## src/hw/rtl/msbp_pkg.sv

```systemverilog
// ----------------------------------------------------------------------------
// msbp_pkg: shared types and constants of the msb-first bit stack packer
// Item and result layouts, command and status codes, and the control and
// status groups between the sequencer and the datapath.
// ----------------------------------------------------------------------------
package msbp_pkg;

	// store geometry
	localparam int DEF_STORE_WORDS = 64;
	localparam int WORD_BITS       = 32;
	localparam int OFF_W           = $clog2(WORD_BITS);

	// field widths
	localparam int CMD_W    = 2;
	localparam int LEN_W    = 6;
	localparam int IDX_W    = 11;
	localparam int FILL_W   = 12;
	localparam int STATUS_W = 3;

	// command codes
	localparam logic [CMD_W-1:0] CMD_PUSH  = 2'd0;
	localparam logic [CMD_W-1:0] CMD_POP   = 2'd1;
	localparam logic [CMD_W-1:0] CMD_READ  = 2'd2;
	localparam logic [CMD_W-1:0] CMD_CLEAR = 2'd3;

	// status codes
	localparam logic [STATUS_W-1:0] ST_OK         = 3'd0;
	localparam logic [STATUS_W-1:0] ST_BAD_LENGTH = 3'd1;
	localparam logic [STATUS_W-1:0] ST_RANGE      = 3'd2;
	localparam logic [STATUS_W-1:0] ST_OVERFLOW   = 3'd3;
	localparam logic [STATUS_W-1:0] ST_POP_EMPTY  = 3'd4;

	// one input item
	typedef struct packed {
		logic [CMD_W-1:0]     cmd;
		logic [WORD_BITS-1:0] code_bits;
		logic [LEN_W-1:0]     code_length;
		logic [IDX_W-1:0]     read_index;
	} in_item_t;

	// one result item
	typedef struct packed {
		logic                 read_bit;
		logic                 top_bit;
		logic [FILL_W-1:0]    fill_count;
		logic                 is_empty;
		logic [STATUS_W-1:0]  status;
	} out_item_t;

	// sequencer to datapath
	typedef struct packed {
		logic load;
		logic ram_rd;
		logic merge;
		logic wr_w1;
		logic finish;
	} ctrl_cmd_t;

	// datapath to sequencer
	typedef struct packed {
		logic needs_read;
		logic spill;
	} ctrl_sts_t;

endpackage

```

## src/hw/rtl/msb_first_bit_stack_packer.sv

```systemverilog
// ----------------------------------------------------------------------------
// msb_first_bit_stack_packer: msb-first bit stack for variable-length codes
// Packs pushed codes into a word store, pops, reads and clears bits, and
// returns fill size, top bit and status for every item.
// ----------------------------------------------------------------------------
// One item is taken at a time and gives one result. Clear, a pop of the only
// bit held and every rejected command pass through the exec and done steps
// only; any other pop, a read and a push that stays in one word add a word
// read and a merge step, and a push that crosses into the next word adds a
// spill step as well: the single-port word store is read once before a push
// merges into the partly filled word, and a spilling push writes the second
// word in a step of its own. A finished result waits in an output register
// while the next item is taken. Clear resets the bit count and top bit only;
// store bits at or above the fill point are never returned, so no clearing pass runs after reset or clear.
module msb_first_bit_stack_packer
	import msbp_pkg::*;
#(
	parameter int STORE_WORDS = DEF_STORE_WORDS
) (
	input  logic      clk,
	input  logic      arst_n,
	input  logic      item_valid,
	output logic      item_stall,
	input  in_item_t  item,
	output logic      result_valid,
	input  logic      result_stall,
	output out_item_t result
);

	ctrl_cmd_t cmd;
	ctrl_sts_t sts;

	// sequencer
	msbp_ctrl u_ctrl (
		.clk          (clk),
		.arst_n       (arst_n),
		.item_valid   (item_valid),
		.item_stall   (item_stall),
		.result_valid (result_valid),
		.result_stall (result_stall),
		.sts          (sts),
		.cmd          (cmd)
	);

	// datapath with word store
	msbp_dpath #(
		.STORE_WORDS (STORE_WORDS)
	) u_dpath (
		.clk    (clk),
		.arst_n (arst_n),
		.item   (item),
		.cmd    (cmd),
		.sts    (sts),
		.result (result)
	);

endmodule

```

## src/hw/rtl/msbp_ram.sv

```systemverilog
// ----------------------------------------------------------------------------
// msbp_ram: generic single-port ram
// One access per cycle, write or read; read data is registered.
// ----------------------------------------------------------------------------
module msbp_ram #(
	parameter int WIDTH = 32,
	parameter int DEPTH = 64
) (
	input  logic                     clk,
	input  logic                     en,
	input  logic                     we,
	input  logic [$clog2(DEPTH)-1:0] addr,
	input  logic [WIDTH-1:0]         wdata,
	output logic [WIDTH-1:0]         rdata
);

	logic [WIDTH-1:0] mem_q [DEPTH];
	logic [WIDTH-1:0] rdata_q;

	// write or registered read
	always_ff @(posedge clk) begin
		if (en) begin
			if (we) begin
				mem_q[addr] <= wdata;
			end else begin
				rdata_q <= mem_q[addr];
			end
		end
	end

	assign rdata = rdata_q;

endmodule

```

## src/hw/rtl/msbp_ctrl.sv

```systemverilog
// ----------------------------------------------------------------------------
// msbp_ctrl: sequencer of the msb-first bit stack packer
// Steps each item through word read, merge (bit pick or merge write), spill
// write and result delivery, and owns the result valid flag.
// ----------------------------------------------------------------------------
module msbp_ctrl
	import msbp_pkg::*;
(
	input  logic      clk,
	input  logic      arst_n,
	input  logic      item_valid,
	output logic      item_stall,
	output logic      result_valid,
	input  logic      result_stall,
	input  ctrl_sts_t sts,
	output ctrl_cmd_t cmd
);

	localparam logic [2:0] S_IDLE  = 3'd0;
	localparam logic [2:0] S_EXEC  = 3'd1;
	localparam logic [2:0] S_MERGE = 3'd2;
	localparam logic [2:0] S_SPILL = 3'd3;
	localparam logic [2:0] S_DONE  = 3'd4;

	logic [2:0] state_q;
	logic [2:0] state_next;
	logic       result_valid_q;

	// next state and commands
	always_comb begin
		state_next = state_q;
		cmd        = '0;
		unique case (state_q)
			S_IDLE: begin
				if (item_valid) begin
					cmd.load   = 1'b1;
					state_next = S_EXEC;
				end
			end
			S_EXEC: begin
				if (sts.needs_read) begin
					cmd.ram_rd = 1'b1;
					state_next = S_MERGE;
				end else begin
					state_next = S_DONE;
				end
			end
			S_MERGE: begin
				cmd.merge  = 1'b1;
				state_next = sts.spill ? S_SPILL : S_DONE;
			end
			S_SPILL: begin
				cmd.wr_w1  = 1'b1;
				state_next = S_DONE;
			end
			S_DONE: begin
				if (!result_valid_q || !result_stall) begin
					cmd.finish = 1'b1;
					state_next = S_IDLE;
				end
			end
			default: begin
				state_next = S_IDLE;
			end
		endcase
	end

	// state register
	always_ff @(posedge clk or negedge arst_n) begin
		if (!arst_n) begin
			state_q <= S_IDLE;
		end else begin
			state_q <= state_next;
		end
	end

	// result valid: set on finish, dropped after the transfer
	always_ff @(posedge clk or negedge arst_n) begin
		if (!arst_n) begin
			result_valid_q <= 1'b0;
		end else if (cmd.finish) begin
			result_valid_q <= 1'b1;
		end else if (!result_stall) begin
			result_valid_q <= 1'b0;
		end
	end

	assign item_stall   = (state_q != S_IDLE);
	assign result_valid = result_valid_q;

endmodule

```

## src/hw/rtl/msbp_dpath.sv

```systemverilog
// ----------------------------------------------------------------------------
// msbp_dpath: datapath of the msb-first bit stack packer
// Holds the item, the bit count and the top bit, checks each command, and
// merges pushed codes into the word store by read-modify-write.
// ----------------------------------------------------------------------------
module msbp_dpath
	import msbp_pkg::*;
#(
	parameter int STORE_WORDS = DEF_STORE_WORDS
) (
	input  logic      clk,
	input  logic      arst_n,
	input  in_item_t  item,
	input  ctrl_cmd_t cmd,
	output ctrl_sts_t sts,
	output out_item_t result
);

	localparam int AW     = $clog2(STORE_WORDS);
	localparam int CAP    = STORE_WORDS * WORD_BITS;
	localparam int CNT_W  = $clog2(CAP + 1);
	localparam int XW     = (CNT_W > IDX_W) ? CNT_W : IDX_W;
	localparam int DW     = 2 * WORD_BITS;
	localparam int SH_W   = OFF_W + 2;
	localparam logic [CNT_W:0] CAP_C = (CNT_W + 1)'(CAP);

	in_item_t             item_q;
	logic [CNT_W-1:0]     count_q;
	logic                 top_q;
	logic                 bit_q;
	out_item_t            result_q;

	logic                 is_push;
	logic                 is_pop;
	logic                 is_read;
	logic                 is_clear;
	logic [LEN_W-1:0]     len;
	logic [OFF_W-1:0]     off;
	logic                 bad_len;
	logic                 ovf;
	logic [XW-1:0]        idx_x;
	logic [XW-1:0]        cnt_x;
	logic [CNT_W-1:0]     cnt_m2;
	logic                 push_ok;
	logic                 pop_ok;
	logic                 read_ok;
	logic [STATUS_W-1:0]  status;
	logic [XW-1:0]        pos_x;
	logic [OFF_W-1:0]     rd_off;
	logic [AW-1:0]        w0_addr;
	logic [SH_W-1:0]      sh;
	logic [DW-1:0]        mask;
	logic [DW-1:0]        shifted;
	logic [DW-1:0]        smask;
	logic                 spill;
	logic [WORD_BITS-1:0] w0_new;
	logic [WORD_BITS-1:0] rd_data;
	logic                 ram_en;
	logic                 ram_we;
	logic [AW-1:0]        ram_addr;
	logic [WORD_BITS-1:0] ram_wdata;
	logic [CNT_W-1:0]     cnt_next;
	logic                 top_next;

	// command decode and checks
	always_comb begin
		is_push  = (item_q.cmd == CMD_PUSH);
		is_pop   = (item_q.cmd == CMD_POP);
		is_read  = (item_q.cmd == CMD_READ);
		is_clear = (item_q.cmd == CMD_CLEAR);
		len      = item_q.code_length;
		off      = count_q[OFF_W-1:0];
		bad_len  = (len == '0) || (len > LEN_W'(WORD_BITS));
		ovf      = ({1'b0, count_q} + (CNT_W + 1)'(len)) > CAP_C;
		idx_x    = XW'(item_q.read_index);
		cnt_x    = XW'(count_q);
		cnt_m2   = count_q - CNT_W'(2);
		push_ok  = is_push && !bad_len && !ovf;
		pop_ok   = is_pop && (count_q != '0);
		read_ok  = is_read && (idx_x < cnt_x);
	end

	// status code
	always_comb begin
		status = ST_OK;
		priority if (is_push && bad_len) begin
			status = ST_BAD_LENGTH;
		end else if (is_push && ovf) begin
			status = ST_OVERFLOW;
		end else if (is_pop && !pop_ok) begin
			status = ST_POP_EMPTY;
		end else if (is_read && !read_ok) begin
			status = ST_RANGE;
		end else begin
			status = ST_OK;
		end
	end

	// bit position that the word read serves
	always_comb begin
		priority if (read_ok) begin
			pos_x = idx_x;
		end else if (push_ok) begin
			pos_x = cnt_x;
		end else begin
			pos_x = XW'(cnt_m2);
		end
		rd_off  = pos_x[OFF_W-1:0];
		w0_addr = cnt_x[AW+OFF_W-1:OFF_W];
	end

	// align the masked code below the fill point across two words
	always_comb begin
		sh      = SH_W'(DW) - SH_W'(off) - SH_W'(len);
		mask    = (DW'(1) << len) - DW'(1);
		shifted = (DW'(item_q.code_bits) & mask) << sh;
		smask   = mask << sh;
		spill   = (SH_W'(off) + SH_W'(len)) > SH_W'(WORD_BITS);
		w0_new  = (rd_data & ~smask[DW-1:WORD_BITS]) | shifted[DW-1:WORD_BITS];
	end

	assign sts.needs_read = push_ok || read_ok || (pop_ok && (count_q > CNT_W'(1)));
	assign sts.spill      = push_ok && spill;

	// store port: read, merged first word, spilled second word
	always_comb begin
		ram_we    = (cmd.merge && push_ok) || cmd.wr_w1;
		ram_en    = cmd.ram_rd || ram_we;
		ram_wdata = cmd.wr_w1 ? shifted[WORD_BITS-1:0] : w0_new;
		priority if (cmd.ram_rd) begin
			ram_addr = pos_x[AW+OFF_W-1:OFF_W];
		end else if (cmd.wr_w1) begin
			ram_addr = w0_addr + AW'(1);
		end else begin
			ram_addr = w0_addr;
		end
	end

	msbp_ram #(
		.WIDTH (WORD_BITS),
		.DEPTH (STORE_WORDS)
	) u_store (
		.clk   (clk),
		.en    (ram_en),
		.we    (ram_we),
		.addr  (ram_addr),
		.wdata (ram_wdata),
		.rdata (rd_data)
	);

	// count and top bit after this item
	always_comb begin
		cnt_next = count_q;
		top_next = top_q;
		priority if (push_ok) begin
			cnt_next = count_q + CNT_W'(len);
			top_next = item_q.code_bits[0];
		end else if (pop_ok) begin
			cnt_next = count_q - CNT_W'(1);
			top_next = (count_q > CNT_W'(1)) ? bit_q : 1'b0;
		end else if (is_clear) begin
			cnt_next = '0;
			top_next = 1'b0;
		end else begin
			cnt_next = count_q;
		end
	end

	// item capture
	always_ff @(posedge clk) begin
		if (cmd.load) begin
			item_q <= item;
		end
	end

	// bit picked from the word read
	always_ff @(posedge clk) begin
		if (cmd.merge) begin
			bit_q <= rd_data[~rd_off];
		end
	end

	// stack state
	always_ff @(posedge clk or negedge arst_n) begin
		if (!arst_n) begin
			count_q <= '0;
			top_q   <= 1'b0;
		end else if (cmd.finish) begin
			count_q <= cnt_next;
			top_q   <= top_next;
		end
	end

	// result register
	always_ff @(posedge clk) begin
		if (cmd.finish) begin
			result_q.read_bit   <= read_ok ? bit_q : 1'b0;
			result_q.top_bit    <= top_next;
			result_q.fill_count <= FILL_W'(cnt_next);
			result_q.is_empty   <= (cnt_next == '0);
			result_q.status     <= status;
		end
	end

	assign result = result_q;

endmodule

```

## config.mk

```make
export PLATFORM = sky130hd
export DESIGN_NAME = msb_first_bit_stack_packer
export DESIGN_NICKNAME = d
export VERILOG_FILES = /design/src/hw/rtl/msbp_pkg.sv /design/src/hw/rtl/msb_first_bit_stack_packer.sv /design/src/hw/rtl/msbp_ram.sv /design/src/hw/rtl/msbp_ctrl.sv /design/src/hw/rtl/msbp_dpath.sv
export SDC_FILE = /design/constraint.sdc
export NUM_CORES = 2
export LEC_CHECK = 0
export BUFFER_PORTS_ARGS = -buffer_cell sky130_fd_sc_hd__buf_4
export CORE_MARGIN = 5
export CORE_UTILIZATION = 37
export CTS_BUF_LIST = sky130_fd_sc_hd__clkbuf_4 sky130_fd_sc_hd__clkbuf_8
export CTS_CLUSTER_SIZE = 14
export DETAILED_ROUTE_END_ITERATION = 10
export SLEW_MARGIN = 40
export SYNTH_ARGS = -nofsm -noshare
export SYNTH_HDL_FRONTEND = slang
export SYNTH_SLANG_ARGS = --single-unit
```

## constraint.sdc

```tcl
create_clock -name clk -period 8.7 [get_ports clk]
set_clock_uncertainty 0.2 [all_clocks]
set_input_delay 0.435 -clock clk [delete_from_list [all_inputs] [get_ports clk]]
set_output_delay 0.435 -clock clk [all_outputs]
set_load 0.1 [all_outputs]
```

==> reports/results.txt <==
Synth area leaders - edfxtp_1 (70%), mux4_2 (13%), nor2b_1 (3.5%)
sequential-to-total area share from yosys stat - 70.6%
root buffer cell - clkbuf_8
worst path cell trace - buf_4 > ha_1 > fa_1 > a211o_1 > a21o_1 > a2111o_1 > a221oi_2 > and4_1 > nor3_1 > xnor2_1 > o311ai_4 > buf_4 > buf_12 > buf_4 > mux4_2 > nor2b_1 > nor4_2 > buf_4 > nand4_1
critical path class - flip-flop to flip-flop
clock tree buffer depth - 4
wire per inst - 30.4 um
count of state elements after synthesis - 2,167
CTS tree - yes
type of the worst min-delay path - flip-flop to flip-flop
fill cell total of the finished layout - 21,786
GRT met2 Usage - 33.6%
fin crit share - 80.5%
number of sinks on the clock net - 2,167
Worst EP arrival - 7430 ps
Routability Congestion - 0.958
initial core utilization - 37.1%
ranking of synthesized cells by instance count - edfxtp_1 (2,150), mux4_2 (518), nor2b_1 (515)
global-route met1 utilization - 30.4%
synthesized net count - 5,373
Post-Place Cell Area - 99,500 sq um
sort of element at the end of the critical path - flip-flop
area taken by flip-flops and latches - 65,000 sq um
Crit-path slowest cell - buf_4
data required time at the worst endpoint - 9130 ps
final count of pins violating max slew - 0
number of buffers and inverters on the critical path - 5
area of the mapped netlist - 92,100 sq um
Top cell by count, worst path - buf_4
DIE HEIGHT - 509 um
Post-synth EDFFs - 2,150
Die Wd - 509 um
Yosys top cell area share - 70.1%
Worst Max-Slew Pin Slew - 1030 ps
Synth async-reset ratio - 0.784%
average footprint of a synthesized cell - 17.4 sq um
max-slew headroom at the worst pin - 30.8%
Top delay family on crit path - buffers and inverters
remaining antenna violation count after routing - 0
post-CTS resize count - 0
number of maximum-capacitance violations - 0
antenna violations before repair - 9
Max Fclk - 0.143 GHz
area enclosed by the die boundary - 259,000 sq um
area growth from synthesis to layout - 16.8%
cell area after layout - 108,000 sq um
Post-CTS Repair Setup Buffers - 0
fraction of layout instances using a drive strength above 1 - 28.2%
GRT Util Overall - 21.7%
average via count per standard cell - 5.79
post-synthesis instance total - 5,282
wire length of the first global-routing pass - 405,000 um
largest net degree at the start of global routing - 132
biggest fanout along the worst timing path - 86
CTS Hold Bufs - 108
Clock Pin Slew Worst Setup and Hold Paths - 60 ps
number of placement rows - 183
top-level port count - 75
number of DRC violations after detailed routing - 0
top_reg_cell synth - edfxtp_1
Worst-Skew Late Latency - 1060 ps
CTS Buf Count - 365
net total in the final layout - 5,904
number of buffers inserted by port buffering - 74
via count of the first global-routing pass - 53,965
post-detailed-routing wire length - 286,000 um
core region area - 248,000 sq um
remaining global-route overflow - 0
most repeated cell in the gate-level netlist after synthesis - edfxtp_1
highest cell delay on the worst timing path - 500 ps
cell taking the most area after synthesis - edfxtp_1
final HPWL from detailed placement - 172,000 um
warning count from the yosys run - 0
Most Crowded Layer GR - met2
number of hold-slack violations in the final timing report - 0
multi-input logic area - 27,100 sq um
kind of start point of the critical path - flip-flop
distinct cell type count after synthesis - 89
number of DRC markers in iteration 0 - 6,642
level count of the clock H-tree - 5
Final setup viols - 0
detailed-route via count - 54,408
final critical delay including setup and external delays - 7000 ps
router iterations before antenna repair - 7
final total negative setup slack - 0 ps
unrepaired setup endpoints after global routing - no
met3 capacity usage during global routing - 4.06%
result of the run - complete, no violations
## cell usage in the layout, fill, tap and decap left out, drive strengths merged, types with 108 or more instances in the layout
cell type	n
buf	370
nor4	135
a21oi	132
nor2	271
mux2i	157
dlygate4sd3	108
nand2	224
nor2b	515
edfxtp	2150
o21ai	165
clkbuf	501
mux4	518
## per-stage QoR
step	cells	setup slack [ps]	util, %	hold slack (ps)
floorplan	5282	1450	-	-60.6
global placement	8637	-37.5	39.8	133
detailed placement	8664	1800	40.1	136
CTS	9385	1680	43.3	283
global route	9393	1510	43.3	296
finish	9395	1700	43.3	284
## final cells by class
cell class,count,area share (%)
Inverter,37,0.134
Multi-Input combinational cell,2764,25.2
Tap cell,3330,3.87
Antenna cell,6,0.0140
Clock buffer,501,5.65
Clock inverter,112,0.713
Sequential cell,2167,60.4
Timing Repair Buffer,478,4.00
## flip-flops by register name (all words and copies together) (netlist names)
signal and count:
u_dpath.item_q 34, u_dpath.top_q 1, u_ctrl.result_valid 1, u_dpath.u_store.rdata 32, u_dpath.len 6, u_ctrl.state_q 3, u_dpath.result 18, u_dpath.bit_q 1
u_dpath.u_store.mem_q 2048, u_dpath.idx_x 11, u_dpath.cnt_x 12
## worst min-delay path: stages (launching register included)
cell and delay, ps:
dfrtp_1 340, nand2_1 50, nand2_1 60
## final timing paths
path	slack, ps	cells after the start	start	end
setup / recovery	1700	19	u_dpath.len[0]	u_dpath.u_store.rdata[12]
hold / removal	280	2	u_dpath.top_q	u_dpath.top_q
setup reg to reg	1700	19	u_dpath.len[0]	u_dpath.u_store.rdata[12]
hold reg to reg	280	2	u_dpath.top_q	u_dpath.top_q
max in group asynchronous	7630	4	arst_n	u_dpath.cnt_x[8]
min in group asynchronous	350	4	arst_n	u_dpath.cnt_x[1]
## routing by layer
| metal | up-vias | part of all wire (%) |
|---|---|---|
| met2 | 2734 | 46 |
| met3 | 559 | 8.2 |
| met4 | 6 | 4.4 |
| li1 | 22407 | - |
| met1 | 28702 | 41 |
| met5 | - | 0.015 |
## cell families (layout without fill, tap and decap cells)
logic type | count (synthesis) | in the layout | synth area share [%]
flip-flops | 2167 | 2167 | 70.6
AND/OR/NAND/NOR | 1402 | 1402 | 8.11
multiplexers | 712 | 712 | 14.8
AO/OA/AOI/OAI | 594 | 594 | 4.19
buffers and inverters | 351 | 1128 | 1.59
adder cells (fa/ha/maj) | 36 | 36 | 0.506
XOR/XNOR | 20 | 20 | 0.190
other | 0 | 6 | 0
Power is left out: the tool's default activity adds up to more than one toggle a clock period on the data nets, which glitch-free logic cannot reach.
